[src/sv/gaussian5x5_image_filter_unit_defines.svh]
// Assertion macros for the 5x5 Gaussian filter.
`ifndef GAUSSIAN5X5_IMAGE_FILTER_UNIT_DEFINES_SVH
`define GAUSSIAN5X5_IMAGE_FILTER_UNIT_DEFINES_SVH
// Assert a property sampled on clk, disabled in reset.
`define G5_ASSERT(lbl, prop, msg) \
    lbl: assert property (@(posedge clk) disable iff (!rst_n) (prop)) else $error(msg);
// Assert a property that must also hold while reset is active.
`define G5_ASSERT_ALWAYS(lbl, prop, msg) \
    lbl: assert property (@(posedge clk) (prop)) else $error(msg);
`endif

[src/sv/g5_pkg.sv]
// Shared constants of the 5x5 Gaussian filter.
package g5_pkg;
    localparam int MAX_SIZE_DEF    = 1024;
    localparam int SAMPLE_BITS_DEF = 16;
    localparam int SIZE_BITS       = 11;
    localparam int OUT_BITS        = 16;
    localparam logic [SIZE_BITS-1:0] SIZE_RESET = 11'd64;
    localparam int QDEPTH          = 4;
    localparam logic KIND_PIXEL    = 1'b0;
    localparam logic KIND_FLUSH    = 1'b1;
endpackage

[src/sv/g5_queue.sv]
// Short FIFO between front end and filter core.
module g5_queue #(
    parameter int W = 8
) (
    input  logic         clk,
    input  logic         rst_n,
    input  logic         wr_valid,
    output logic         wr_ready,
    input  logic [W-1:0] wr_data,
    output logic         rd_valid,
    input  logic         rd_ready,
    output logic [W-1:0] rd_data
);
    localparam int D  = g5_pkg::QDEPTH;
    localparam int AB = $clog2(D);
    logic [W-1:0] q_reg [D];
    logic [AB-1:0] wp_reg, rp_reg;
    logic [AB:0] cnt_reg;
    logic wr, rd;

    assign wr_ready = cnt_reg != (AB+1)'(D);
    assign rd_valid = cnt_reg != '0;
    assign rd_data  = q_reg[rp_reg];
    assign wr = wr_valid && wr_ready;
    assign rd = rd_valid && rd_ready;

    always_ff @(posedge clk)
    begin
        if (wr) q_reg[wp_reg] <= wr_data;
    end

    always_ff @(posedge clk or negedge rst_n)
    begin
        if (!rst_n)
        begin
            wp_reg <= '0;
            rp_reg <= '0;
            cnt_reg <= '0;
        end
        else
        begin
            if (wr) wp_reg <= wp_reg + 1'b1;
            if (rd) rp_reg <= rp_reg + 1'b1;
            cnt_reg <= cnt_reg + (AB+1)'(wr) - (AB+1)'(rd);
        end
    end
endmodule

[config.mk]
export PLATFORM = sky130hd
export DESIGN_NAME = g5_queue
export DESIGN_NICKNAME = d
export VERILOG_FILES = /design/src/sv/gaussian5x5_image_filter_unit_defines.svh /design/src/sv/g5_pkg.sv /design/src/sv/g5_queue.sv
export SDC_FILE = /design/constraint.sdc
export NUM_CORES = 1
export LEC_CHECK = 0
export CORE_ASPECT_RATIO = 0.9
export CORE_UTILIZATION = 50
export DETAILED_ROUTE_END_ITERATION = 10
export DONT_BUFFER_PORTS = 1
export MAX_ROUTING_LAYER = met4
export PLACE_DENSITY = 0.68
export SYNTH_ARGS = -nofsm -noshare
export SYNTH_HDL_FRONTEND = slang
export SYNTH_SLANG_ARGS = --single-unit
export TNS_END_PERCENT = 10
[constraint.sdc]
create_clock -name clk -period 2.1 [get_ports clk]
set_input_delay 0 -clock clk [delete_from_list [all_inputs] [get_ports clk]]
set_output_delay 0 -clock clk [all_outputs]
set_load 0.005 [all_outputs]
# [Word level (Yosys, flattened, before mapping)]
# Memories as Yosys holds them, arrays and structs flattened.
# Cells that the tools add are included.
[word_totals] register_bits=7 ramBits=32 input_bits=12 out_inout_bits=10 mem_count=1
[mem_list] memory="q_reg" depth=4 width=8 rd=1 rd_clocked_by_memory_dff=0 wr=1 line="g5_queue.sv:16" source="logic [W-1:0] q_reg [D];"
[op_classes] n_addsub=4 eq_ne=1 muxes=2 reduce_logical=3
[ops] op="2-bit by 1-bit adder with 2-bit output, second input constant" count=2
[ops] op="3-bit by 1-bit adder with 3-bit output" count=1
[ops] op="3-bit inequality test, second input constant" count=1
[ops] op="3-bit nonzero test" count=1
[ops] op="3-bit by 1-bit subtractor with 3-bit output" count=1
[ops] op="1-bit logical AND" count=2
[ops] op="1-bit 2-to-1 mux" count=2

# [Logic depth before layout (Yosys ltp)]
# Gate-level depths: netlist (run 1).
[logic_depth] word_depth=4 ltp_mapped=9

# [Worst setup path after synthesis (run 1)]
# OpenSTA, ideal clock, no wires.
[synth_path] path_type="register -> register" startpoint="reg cnt_reg[1]" endpoint="reg cnt_reg[2]" setup_ns=0.131 arrival_time_ns=1.939 required_ns=1.969 setup_slack_ns=0.030 stages_incl_launch_ff=10 n_path_buf=0 cell_sequence="dfrtp_1 > nor3b_4 > nand2b_1 > ha_1 > inv_1 > ha_1 > inv_1 > fa_1 > xnor2_1 > xnor2_1"
[synth_between] elab_chain_cells=4 word_cells_on_any_way=6
[synth_lines] item="from (decl)" line="g5_queue.sv:18" source="logic [AB:0] cnt_reg;"
[synth_lines] item="from (signal assigned)" line="g5_queue.sv:44" source="cnt_reg <= cnt_reg + (AB+1)'(wr) - (AB+1)'(rd);"
[synth_lines] item="3-bit inequality test" line="g5_queue.sv:21" source="assign wr_ready = cnt_reg != (AB+1)'(D);"
[synth_lines] item="1-bit logical AND" line="g5_queue.sv:24" source="assign wr = wr_valid && wr_ready;"
[synth_lines] item="3-bit by 1-bit adder with 3-bit output" line="g5_queue.sv:44"
[synth_lines] item="3-bit by 1-bit subtractor with 3-bit output (*)" line="g5_queue.sv:44"
# Mark *: on every way between the ends. The rest lies on a longest branch, timed or not.
# A chain may end at the register's enable or synchronous reset.

# [Worst setup path in the final report (run 1)]
[layout_path] startpoint="reg cnt_reg[2]" endpoint="reg cnt_reg[2]"
# The elaborated chain is that of the path after synthesis.

==> results of run 1 <==
==> layout by cell type (no fill, tap or decap) <==
cell type	n
sky130_fd_sc_hd__o31a_1	1
sky130_fd_sc_hd__xor2_1	1
sky130_fd_sc_hd__mux4_2	8
sky130_fd_sc_hd__inv_1	6
sky130_fd_sc_hd__xnor2_1	2
sky130_fd_sc_hd__xnor2_2	1
sky130_fd_sc_hd__dlygate4sd3_1	12
sky130_fd_sc_hd__ha_1	6
sky130_fd_sc_hd__buf_4	6
sky130_fd_sc_hd__clkbuf_4	5
sky130_fd_sc_hd__fa_2	1
sky130_fd_sc_hd__nand4bb_1	2
sky130_fd_sc_hd__clkinv_1	2
sky130_fd_sc_hd__o211ai_1	2
sky130_fd_sc_hd__edfxtp_1	32
sky130_fd_sc_hd__and3b_1	4
sky130_fd_sc_hd__clkbuf_1	1
sky130_fd_sc_hd__nor3b_4	1
sky130_fd_sc_hd__or3_1	1
sky130_fd_sc_hd__nand2b_1	4
sky130_fd_sc_hd__dfrtp_2	3
sky130_fd_sc_hd__nand2_1	1
sky130_fd_sc_hd__o311ai_1	1
sky130_fd_sc_hd__dfrtp_1	4
==> cell type report <==
class / instances / share of cell area [%]
Tap cell: 42 / 2.78
Multi-Input combinational cell: 36 / 24.5
Clock buffer: 6 / 2.18
Sequential cell: 39 / 60.2
Inverter: 6 / 1.19
Clock inverter: 2 / 0.397
Timing Repair Buffer: 18 / 8.72
==> routing by layer <==
layer | global-route usage, % | vias up | share of wire (%)
li1 | - | 369 | -
met1 | 20.1 | 405 | 45
met2 | 25.6 | 19 | 50
met3 | 6.97 | 2 | 4.6
met4 | 5.98 | 0 | 0.94
met5 | - | - | 0
==> through the flow <==
step | setup TNS (ps) | setup WS [ps]
after floorplan | 0 | 30.0
after global placement | 0 | 69.8
after detailed placement | 0 | 7.86
after CTS | 0 | 13.7
after global routing | -5.55 | -5.55
final | 0 | 87.6
==> power by group through the flow <==
stage / Combinational (mW) / Clock (mW) / Sequential (mW)
4_1_cts: 0.675 / 0.358 / 1.26
2_1_floorplan: 0.598 / 0 / 1.16
3_5_place_dp: 0.648 / 0 / 1.27
6_report: 0.745 / 0.345 / 1.25
5_1_grt: 0.814 / 0.395 / 1.28
3_3_place_gp: 0.628 / 0 / 1.26
==> Yosys cell counts <==
| cell type | instances |
|---|---|
| sky130_fd_sc_hd__and3b_1 | 4 |
| sky130_fd_sc_hd__buf_6 | 1 |
| sky130_fd_sc_hd__clkbuf_2 | 1 |
| sky130_fd_sc_hd__dfrtp_1 | 7 |
| sky130_fd_sc_hd__edfxtp_1 | 32 |
| sky130_fd_sc_hd__fa_1 | 1 |
| sky130_fd_sc_hd__ha_1 | 6 |
| sky130_fd_sc_hd__inv_1 | 6 |
| sky130_fd_sc_hd__mux4_2 | 8 |
| sky130_fd_sc_hd__nand2_1 | 1 |
| sky130_fd_sc_hd__nand2b_1 | 4 |
| sky130_fd_sc_hd__nand4bb_1 | 2 |
| sky130_fd_sc_hd__nor3b_4 | 1 |
| sky130_fd_sc_hd__o211ai_1 | 2 |
| sky130_fd_sc_hd__o311ai_1 | 1 |
| sky130_fd_sc_hd__o31a_1 | 1 |
| sky130_fd_sc_hd__or3_1 | 1 |
| sky130_fd_sc_hd__xnor2_1 | 3 |
| sky130_fd_sc_hd__xor2_1 | 1 |
==> worst register-to-register path: cells and delay by family, from the launching register on <==
family                     cells  cell delay [ps]
adders and majority gates      3              770
xor gates and xnor gates       2              270
DFF                            1              460
buffers and inverters          2              100
and+or+nand+nor                2              310
==> what timing repair did <==
action	in CTS	in global routing
gates cloned	0	0
hold buffers	12	0
endpoints found under the setup margin	1	1
pin swaps	0	2
buffers inserted	0	4
endpoints found under the hold margin	43	0
resized for setup	2	3
==> kinds of logic after synthesis <==
kind of cell,Yosys count
muxes,8
adders and majority gates,7
buffers and inverters,8
and+or+nand+nor,13
xor gates and xnor gates,4
DFF,39
AOI/OAI and AO/OA,4
==> path summary, 6_finish.rpt <==
check                            from         end  depth (start not counted)  slack (ps)
min                          wr_valid  cnt_reg[0]                          4         150
max                        cnt_reg[2]  cnt_reg[2]                          9          90
max reg2reg                cnt_reg[2]  cnt_reg[2]                          9          90
max in group asynchronous       rst_n  cnt_reg[0]                          2        1300
min in group asynchronous       rst_n   rp_reg[0]                          2         530
min reg2reg                 wp_reg[1]   wp_reg[1]                          2         600
==> summary.md, run 1 <==
| Metric | Value |
|---|---|
| Half-perimeter wire length of the detailed placement result | `1.66 mm` |
| Flip-flop count of the largest register, all copies and words added | `32` |
| Post-CTS clock slew at the launch and capture registers of the worst setup and hold paths | `100 ps` |
| Netlist area before placement | `0.00163 mm^2` |
| Xor/xnor cell area share of the yosys netlist | `around 2.2%` |
| Layout Area Growth over Synthesis | `16.2%` |
| Drt via density | `approximately 5.3` |
| Most area-hungry cell type in the Yosys netlist | `sky130_fd_sc_hd__edfxtp_1` |
| WL/cell | `between 15 and 20 um` |
| Sequential cell fraction of total power | `53.5%` |
| Remaining Overflow, GRT | `0` |
| Leakage power figure | `slightly below 0.7 nW` |
| Gate family responsible for the most delay along the worst path | `adder cells` |
| Clock tree from TritonCTS | `built` |
| Finished Layout Cells | `149` |
| Nature of the critical path endpoint | `flop` |
| Net total in the final layout | `125` |
| Number of diodes added for antenna fixing | `0` |
| Cell internal power dissipation | `1.61 mW` |
| Number of endpoints with negative hold slack in the final report | `0` |
| Clock period minus final worst setup slack | `2010 ps` |
| Overall routing resource usage | `16.7%` |
| Maximum ir drop on the vdd rail | `746 uV` |
| Inserted Clock Buffers | `5` |
| Count of input and output buffers | `0` |
| Die outline area | `0.00349 mm^2` |
| Sequential standard cell area | `~0.0011 mm^2` |
| Number of design rule violations left after detail routing | `0` |
| Maxcap violations | `0` |
| Number of antenna violations at the first check in global routing | `0` |
| Count of yosys warnings during synthesis | `0` |
| Die width | `62.2 um` |
| Number of placed cells counting well taps | `125` |
| Die Span Y | `approximately 56 um` |
| Critical path type | `reg -> reg` |
| Crit path DAT | `approximately 2200 ps` |
| Bufs and invs on worst path | `2` |
| Least-Margin Pin Slew | `612 ps` |
| Switching pwr | `0.732 mW` |
| Count of final max-slew check failures | `0` |
| Root Driver | `sky130_fd_sc_hd__clkbuf_4` |
| Fraction of layout instances using a drive strength above 1 | `23.4%` |
| Proportion of synthesized chip area in sequential cells | `between 60 and 70%` |
| Share of cell area taken by muxes after synthesis | `11.1%` |
| Maximum frequency from static timing analysis | `497 MHz` |
| Library cell contributing the largest single delay on the critical path | `sky130_fd_sc_hd__dfrtp_2` |
| CTS HTree Levels | `2` |
| Distinct cell type count of the synthesized netlist | `19` |
| Avg Cell Area, Syn | `19.6 um^2` |
| Data required time of the worst path | `around 2300 ps` |
| Crit path largest cell delay | `460 ps` |
| Post-synthesis instance total | `between 80 and 90` |
| Status | `complete, no violations` |
| DRT iter0 DRCs | `14` |
| Setup repair after global routing missed its margin | `true` |
| Combinational group share of total power | `31.8%` |
| Setup violations, final | `0` |
| Worst clock skew | `10.7 ps` |
| Slew Limit Headroom | `between 50% and 60%` |
| Largest net degree at the start of global routing | `12` |
| Arithmetic-cell share of the synthesized area counting full adders, half adders and majority gates | `5.84%` |
| Top area cells in the synthesized netlist | `sky130_fd_sc_hd__edfxtp_1 59%, sky130_fd_sc_hd__mux4_2 11%, sky130_fd_sc_hd__dfrtp_1 11%, sky130_fd_sc_hd__ha_1 4.6%, sky130_fd_sc_hd__and3b_1 2.2%` |
| Final Util | `61.7%` |
| Final weighted congestion of routability-driven global placement | `0.730` |
| Site row count | `19` |
| Count of boundary I/O pins | `22` |
| Syn nets | `102` |
| Clock Sink Count | `39` |
| Final period util | `95.8%` |
| Ordered list of cells on the worst path | `nor3b_4 > nand2b_1 > ha_1 > inv_1 > ha_1 > inv_1 > fa_2 > xnor2_2 > xnor2_1` |
| Type of the most critical hold path | `in -> reg` |
| Number of vias after detailed routing | `795` |
| Post-synthesis simple-gate area fraction | `6.84%` |
| Deepest clock path buffer count | `2` |
| Initial Util | `53.1%` |
| Area share of the leading cell type in the synthesized netlist | `59.0%` |
| Switching share of total power | `a little under a third` |
| Worst slack on hold paths | `around 150 ps` |
| Clock network latency to the later pin of the worst-skew pair | `340 ps` |
| Total Routed Length | `between 2 and 3 mm` |
| Dominant combinational cell family by area after synthesis | `multiplexers` |
| Final Power | `2.34 mW` |
| Iteration count of the initial detailed-routing pass | `2` |
| Core footprint | `0.00307 mm^2` |
| Synthesized-area fraction occupied by ao, oa, aoi and oai cells | `2.00%` |
| Wire length of the first global-routing pass | `3.95 mm` |
| Via count of the first global-routing pass | `792` |
| Areal power density over the cells | `1240 mW/mm^2` |
| Cell area after layout | `0.00189 mm^2` |
| Flop and latch count out of synthesis | `39` |
| Placed inst area | `0.00168 mm^2` |
| Multi-input logic area | `about 460 um^2` |
| Remaining antenna violation count after routing | `0` |
| Filler Cells Inserted | `235` |
| Maximum net fanout on the critical path | `6` |
| Startpoint type of the worst setup path | `flop` |
| Clock share of power | `14.7%` |
Note: power is estimated with default switching activity, not from simulation.
==> run 2: changes to the inputs <==
CAP_MARGIN = 20   (was not set)
CORE_ASPECT_RATIO = 1.2   (was 0.9)
==> run 2 against run 1 <==
- clock skew about the same
- clock-buffer cell count up 1
- final cell count down 3.4%
- register-to-register slack about the same
- total power up 0.17%
- combinational power down 2%
- sequential share of layout area up 0.20 points
- final area down 0.33%
- largest power group unchanged
==> summary.md, run 2 (synthesized netlist as in run 1, its figures left out) <==
| Metric | Value |
|---|---|
| Status | `complete, no violations (unchanged)` |
| Crit path largest cell delay | `460 ps (about the same)` |
| Count of boundary I/O pins | `22 (unchanged)` |
| Count of input and output buffers | `0 (unchanged)` |
| Die width | `54.1 um (was 62.2 um)` |
| Clock network latency to the later pin of the worst-skew pair | `340 ps (about the same)` |
| Deepest clock path buffer count | `2 (unchanged)` |
| Start point of the worst hold path | `wr_valid (unchanged)` |
| Drt via density | `5.60 (was 5.34)` |
| Clock Sink Count | `39 (unchanged)` |
| Most common cell after layout, fill and taps aside | `sky130_fd_sc_hd__edfxtp_1 (unchanged)` |
| Library cell contributing the largest single delay on the critical path | `sky130_fd_sc_hd__dfrtp_2 (unchanged)` |
| Type of the most critical hold path | `in -> reg (unchanged)` |
| Die Span Y | `64.5 um (was 56.2 um)` |
| Core footprint | `0.00308 mm^2 (was 0.00307 mm^2)` |
| Filler Cells Inserted | `228 (was 235)` |
| Cell area after layout | `0.00189 mm^2 (about the same)` |
| Ordered list of cells on the worst path | `o31a_1 > ha_1 > inv_1 > ha_1 > inv_1 > fa_2 > xnor2_1 > xnor2_1 (was nor3b_4 > nand2b_1 > ha_1 > inv_1 > ha_1 > inv_1 > fa_2 > xnor2_2 > xnor2_1)` |
| Iteration count of the initial detailed-routing pass | `4 (was 2)` |
| Via count of the first global-routing pass | `774 (was 792)` |
| Worst setup path startpoint | `cnt_reg[2] (unchanged)` |
| Maximum net fanout on the critical path | `5 (was 6)` |
| Number of antenna violations at the first check in global routing | `0 (unchanged)` |
| Setup violations, final | `0 (unchanged)` |
| Post-place setup slack | `55.8 ps (was 7.86 ps)` |
| Number of endpoints with negative hold slack in the final report | `0 (unchanged)` |
| Final Util | `61.2% (was 61.7%)` |
| Data required time of the worst path | `2360 ps (was 2320 ps)` |
| Final Power | `2.35 mW (was 2.34 mW)` |
| Flop2flop setup slack | `90 ps (about the same)` |
| Flip-flop count of the largest register, all copies and words added | `32 (unchanged)` |
| Initial Util | `52.8% (was 53.1%)` |
| Fraction of layout instances using a drive strength above 1 | `24.1% (was 23.4%)` |
| Accumulated negative setup slack | `0 ps (unchanged)` |
| Most frequent cells in the layout | `32 x sky130_fd_sc_hd__edfxtp_1, 12 x sky130_fd_sc_hd__dlygate4sd3_1, 8 x sky130_fd_sc_hd__mux4_2 (unchanged)` |
| Maxcap violations | `0 (unchanged)` |
| Net total in the final layout | `126 (was 125)` |
| Clock tree from TritonCTS | `built (unchanged)` |
| CTS HTree Levels | `2 (unchanged)` |
| Slew Limit Headroom | `58.5% (was 59.2%)` |
| Areal power density over the cells | `1240 mW/mm^2 (about the same)` |
| WL/cell | `17.2 um (was 17.1 um)` |
| Setup WS post-layout | `91.9 ps (was 87.6 ps)` |
| Root Driver | `sky130_fd_sc_hd__clkbuf_4 (unchanged)` |
| Total Routed Length | `2.48 mm (was 2.54 mm)` |
| Number of design rule violations left after detail routing | `0 (unchanged)` |
| Leakage power figure | `0.680 nW (was 0.679 nW)` |
| Startpoint type of the worst setup path | `flop (unchanged)` |
| Die outline area | `0.00349 mm^2 (about the same)` |
| RR Startpoint | `cnt_reg[2] (unchanged)` |
| Clock period minus final worst setup slack | `2010 ps (about the same)` |
| Half-perimeter wire length of the detailed placement result | `1.60 mm (was 1.66 mm)` |
| Remaining Overflow, GRT | `0 (unchanged)` |
| Post-CTS clock slew at the launch and capture registers of the worst setup and hold paths | `110 ps (was 100 ps)` |
| DRT iter0 DRCs | `17 (was 14)` |
| Inserted Clock Buffers | `5 (unchanged)` |
| Crit path DAT | `2270 ps (was 2240 ps)` |
| Final weighted congestion of routability-driven global placement | `0.689 (was 0.730)` |
| Nature of the critical path endpoint | `flop (unchanged)` |
| Number of vias after detailed routing | `806 (was 795)` |
| Worst clock skew | `10.3 ps (was 10.7 ps)` |
| Overall routing resource usage | `16.7% (about the same)` |
| Largest net degree at the start of global routing | `12 (unchanged)` |
| Remaining antenna violation count after routing | `0 (unchanged)` |
| Number of diodes added for antenna fixing | `0 (unchanged)` |
| Critical path type | `reg -> reg (unchanged)` |
| Layout Area Growth over Synthesis | `15.8% (was 16.2%)` |
| Site row count | `22 (was 19)` |
| Count of final max-slew check failures | `0 (unchanged)` |
| Wire length of the first global-routing pass | `3.66 mm (was 3.95 mm)` |
| Placed inst area | `0.00167 mm^2 (was 0.00168 mm^2)` |
| Setup repair after global routing missed its margin | `false (was true)` |
| Least-Margin Pin Slew | `622 ps (was 612 ps)` |
| Maximum frequency from static timing analysis | `498 MHz (was 497 MHz)` |
| Maximum ir drop on the vdd rail | `883 uV (was 746 uV)` |
| Final period util | `95.6% (was 95.8%)` |
run 2: changes by cell type in the layout (fill, tap and decap cells not counted):
cell                       previous run  this run
sky130_fd_sc_hd__clkbuf_1             1         2
sky130_fd_sc_hd__xnor2_1              2         3
sky130_fd_sc_hd__buf_4                6         7
sky130_fd_sc_hd__clkinv_2             0         1
sky130_fd_sc_hd__clkinv_1             2         0
sky130_fd_sc_hd__xnor2_2              1         0
run 2: stage by stage:
step                instances  hold slack, ps
finish                    144             139
global route              144             136
CTS                       139             146
detailed placement        119            -295
global placement          119            -295
floorplan                  83            -296
run 2: critical path: cells and delay by family (launching register included):
family	cells	cell delay (ps)
flops	1	460
buf+inv	2	90
compound gates	1	340
fa+ha+maj	3	720
xor+xnor	2	310
run 2: layout make-up:
type | count | area, um^2 | area share (%)
Clock buffer | 7 | 45.0 | 2.39
Clock inverter | 1 | 5.00 | 0.265
Inverter | 6 | 22.5 | 1.19
Multi-Input combinational cell | 36 | 457 | 24.2
Sequential cell | 39 | 1140 | 60.4
Tap cell | 36 | 45.0 | 2.39
Timing Repair Buffer | 19 | 173 | 9.15
run 2: metal layers:
layer | share of wire (%) | track usage (%) | up-vias
met2 | 50 | 24.5 | 24
met3 | 5.1 | 7.04 | 5
li1 | - | - | 372
met1 | 43 | 19.3 | 405
met4 | 2.2 | 8.65 | 0
met5 | 0 | - | -
run 2: final timing paths:
kind / end / cells past startpoint
worst max-delay path: cnt_reg[2] / 8
worst min-delay path: cnt_reg[0] / 4
worst max register to register: cnt_reg[2] / 8
worst min register to register: cnt_reg[0] / 1
max in group asynchronous: cnt_reg[0] / 2
min in group asynchronous: wp_reg[0] / 2
run 2: where the power goes:
group	internal [mW]	leakage [nW]	switching, mW	total, mW
Combinational	0.430	0.278	0.303	0.733
Sequential	1.05	0.373	0.197	1.25
Clock	0.131	0.0293	0.232	0.363
run 2: repair_timing:
action | in CTS | in global routing
hold buffers | 12 | 0
setup buffers | 0 | 5
endpoints found under the setup margin | 0 | 1
resized for setup | 0 | 4
endpoints found under the hold margin | 43 | 0
==> run 3: changes to the inputs <==
--- a/config.mk
+++ b/config.mk
@@ -8,3 +8,2 @@
 export CAP_MARGIN = 20
-export CORE_ASPECT_RATIO = 1.2
 export CORE_UTILIZATION = 50
==> constraint.sdc (replaced) <==
create_clock -name clk -period 2.1 [get_ports clk]
set_input_delay 0.21 -clock clk [delete_from_list [all_inputs] [get_ports clk]]
set_output_delay 0.21 -clock clk [all_outputs]
set_load 0.005 [all_outputs]
==> run 3 against run 2 <==
- final area is 0.60% lower
- non-clock buffer count shrank 4
- sequential cell count unchanged
- global-route usage is 0.93 points higher
- hold slack lost 110 ps
- combinational power grew 3.1%
- total power rose by 0.76%
- first-iteration DRC count grew 88%
- sequential share of layout area up 0.30 points
- critical endpoint unchanged
==> summary.md, run 3 (synthesized netlist as in run 1, its figures left out) <==
| Metric | Value |
|---|---|
| Worst clock skew | `3.81 ps (was 10.3 ps)` |
| Final period util | `95.1% (was 95.6%)` |
| Finished Layout Cells | `148 (was 144)` |
| RR Startpoint | `cnt_reg[2] (unchanged)` |
| Die Span Y | `59.1 um (was 64.5 um)` |
| Placed inst area | `0.00170 mm^2 (was 0.00167 mm^2)` |
| Drt via density | `5.22 (was 5.60)` |
| Final Power | `2.36 mW (was 2.35 mW)` |
| Count of boundary I/O pins | `22 (unchanged)` |
| Final weighted congestion of routability-driven global placement | `0.758 (was 0.689)` |
| Overall routing resource usage | `17.7% (was 16.7%)` |
| Nature of the critical path endpoint | `flop (unchanged)` |
| Net total in the final layout | `122 (was 126)` |
| Die outline area | `0.00349 mm^2 (about the same)` |
| Clock network latency to the later pin of the worst-skew pair | `330 ps (was 340 ps)` |
| Areal power density over the cells | `1260 mW/mm^2 (was 1240 mW/mm^2)` |
| Bufs and invs on worst path | `2 (unchanged)` |
| DRT iter0 DRCs | `32 (was 17)` |
| Maximum net fanout on the critical path | `7 (was 5)` |
| Least-Margin Pin Slew | `426 ps (was 622 ps)` |
| Leakage power figure | `0.675 nW (was 0.680 nW)` |
| Startpoint type of the worst setup path | `flop (unchanged)` |
| Fraction of layout instances using a drive strength above 1 | `25.0% (was 24.1%)` |
| Status | `complete, no violations (unchanged)` |
| Core footprint | `0.00308 mm^2 (about the same)` |
| Site row count | `20 (was 22)` |
| Critical path type | `reg -> reg (unchanged)` |
| Remaining Overflow, GRT | `0 (unchanged)` |
| Flop2flop setup slack | `100 ps (was 90 ps)` |
| Ordered list of cells on the worst path | `o31a_1 > ha_1 > inv_1 > ha_1 > inv_1 > fa_2 > xnor2_2 > xnor2_1 (was o31a_1 > ha_1 > inv_1 > ha_1 > inv_1 > fa_2 > xnor2_1 > xnor2_1)` |
| Maximum ir drop on the vdd rail | `614 uV (was 883 uV)` |
| Number of diodes added for antenna fixing | `0 (unchanged)` |
| Largest net degree at the start of global routing | `13 (was 12)` |
| CTS HTree Levels | `2 (unchanged)` |
| Half-perimeter wire length of the detailed placement result | `1.71 mm (was 1.60 mm)` |
| Worst slack on hold paths | `30.0 ps (was 139 ps)` |
| Most common cell after layout, fill and taps aside | `sky130_fd_sc_hd__edfxtp_1 (unchanged)` |
| Flip-flop count of the largest register, all copies and words added | `32 (unchanged)` |
| Number of vias after detailed routing | `773 (was 806)` |
| Deepest clock path buffer count | `2 (unchanged)` |
| Worst Hold Path EP | `wp_reg[1] (was cnt_reg[0])` |
| Layout Area Growth over Synthesis | `15.1% (was 15.8%)` |
| Post-place setup slack | `31.6 ps (was 55.8 ps)` |
| Remaining antenna violation count after routing | `0 (unchanged)` |
| Inserted Clock Buffers | `5 (unchanged)` |
| Hold depth | `2 (was 4)` |
| Total Routed Length | `2.46 mm (was 2.48 mm)` |
| Clock tree from TritonCTS | `built (unchanged)` |
| Accumulated negative setup slack | `0 ps (unchanged)` |
| Initial Util | `52.9% (was 52.8%)` |
| Number of endpoints with negative hold slack in the final report | `0 (unchanged)` |
| Crit path DAT | `2220 ps (was 2270 ps)` |
| Setup repair after global routing missed its margin | `false (unchanged)` |
| Filler Cells Inserted | `231 (was 228)` |
| Crit path largest cell delay | `460 ps (about the same)` |
| Via count of the first global-routing pass | `796 (was 774)` |
| Most frequent cells in the layout | `32 x sky130_fd_sc_hd__edfxtp_1, 9 x sky130_fd_sc_hd__dlygate4sd3_1, 8 x sky130_fd_sc_hd__mux4_2 (was 32 x sky130_fd_sc_hd__edfxtp_1, 12 x sky130_fd_sc_hd__dlygate4sd3_1, 8 x sky130_fd_sc_hd__mux4_2)` |
| Setup violations, final | `0 (unchanged)` |
| Maximum frequency from static timing analysis | `501 MHz (was 498 MHz)` |
| Number of placed cells counting well taps | `129 (was 119)` |
| Cell area after layout | `0.00188 mm^2 (was 0.00189 mm^2)` |
| Library cell contributing the largest single delay on the critical path | `sky130_fd_sc_hd__dfrtp_2 (unchanged)` |
| Die width | `59.1 um (was 54.1 um)` |
| Start point of the worst hold path | `wr_valid (unchanged)` |
| Maxcap violations | `0 (unchanged)` |
| Data required time of the worst path | `2330 ps (was 2360 ps)` |
| Clock Sink Count | `39 (unchanged)` |
| Number of antenna violations at the first check in global routing | `0 (unchanged)` |
| Number of design rule violations left after detail routing | `0 (unchanged)` |
| Final Util | `60.9% (was 61.2%)` |
| Setup WS post-layout | `103 ps (was 91.9 ps)` |
| WL/cell | `16.6 um (was 17.2 um)` |
| Iteration count of the initial detailed-routing pass | `3 (was 4)` |
| Wire length of the first global-routing pass | `4.07 mm (was 3.66 mm)` |
| Count of final max-slew check failures | `0 (unchanged)` |
| Root Driver | `sky130_fd_sc_hd__clkbuf_4 (unchanged)` |
| Post-CTS clock slew at the launch and capture registers of the worst setup and hold paths | `100 ps (was 110 ps)` |
| Type of the most critical hold path | `in -> reg (unchanged)` |
| Gate family responsible for the most delay along the worst path | `adder cells (unchanged)` |
| Slew Limit Headroom | `71.6% (was 58.5%)` |
| Clock period minus final worst setup slack | `2000 ps (was 2010 ps)` |
| Depth of the worst register-to-register path | `8 (unchanged)` |
| Worst flop-to-flop path endpoint | `cnt_reg[2] (unchanged)` |
| Count of input and output buffers | `0 (unchanged)` |
==> run 3: cell count changes in the layout (fill, tap and decap cells not counted) <==
cell and change:
sky130_fd_sc_hd__clkbuf_8 +1, sky130_fd_sc_hd__dlygate4sd3_1 -3, sky130_fd_sc_hd__dfrtp_2 -1, sky130_fd_sc_hd__clkbuf_1 -1, sky130_fd_sc_hd__dfrtp_1 +1, sky130_fd_sc_hd__xnor2_2 +1, sky130_fd_sc_hd__buf_4 -1, sky130_fd_sc_hd__xnor2_1 -1
==> run 3: layout make-up <==
class,instances,area (um^2),area share [%]
clock buffers,7,55.1,2.94
clock inverters,1,5.00,0.267
flip-flops and latches,39,1140,60.7
well taps,44,55.1,2.94
multi-input cells,36,464,24.7
repair buffers,15,135,7.20
inverters,6,22.5,1.20
==> run 3: worst register-to-register path, stage by stage (launching register included) <==
cell and delay, ps:
sky130_fd_sc_hd__dfrtp_2 460, sky130_fd_sc_hd__o31a_1 330, sky130_fd_sc_hd__ha_1 270, sky130_fd_sc_hd__inv_1 50, sky130_fd_sc_hd__ha_1 130, sky130_fd_sc_hd__inv_1 50
sky130_fd_sc_hd__fa_2 340, sky130_fd_sc_hd__xnor2_2 140, sky130_fd_sc_hd__xnor2_1 120
==> run 3: power breakdown <==
| part | leakage (nW) | switching [mW] | total [mW] | internal [mW] |
|---|---|---|---|---|
| registers | 0.373 | 0.171 | 1.22 | 1.05 |
| clock network | 0.0353 | 0.222 | 0.385 | 0.162 |
| logic | 0.267 | 0.327 | 0.756 | 0.429 |
| total | 0.675 | 0.721 | 2.36 | 1.64 |
==> run 3: layer usage <==
metal	GRT usage (%)	vias to the layer above	part of all wire, %
li1	-	363	-
met5	-	-	0
met1	22.3	387	43
met3	6.77	5	5.0
met4	6.46	0	1.4
met2	26.1	18	51
==> run 3: worst max path at each step <==
stage,startpoint,endpoint,slack [ps],depth (start not counted)
6_report,cnt_reg[2],cnt_reg[2],100,8
5_1_grt,cnt_reg[2],cnt_reg[2],50,9
4_1_cts,cnt_reg[2],cnt_reg[2],20,9
3_5_place_dp,cnt_reg[1],cnt_reg[2],30,8
3_3_place_gp,cnt_reg[2],cnt_reg[2],90,9
2_1_floorplan,cnt_reg[1],cnt_reg[2],30,9
==> run 3: what timing repair did <==
| action | 4_1_cts | 5_1_grt |
|---|---|---|
| buffers inserted | 0 | 2 |
| resized for setup | 0 | 4 |
| endpoints found under the hold margin | 39 | 0 |
| hold buffers | 9 | 0 |
| endpoints found under the setup margin | 0 | 1 |
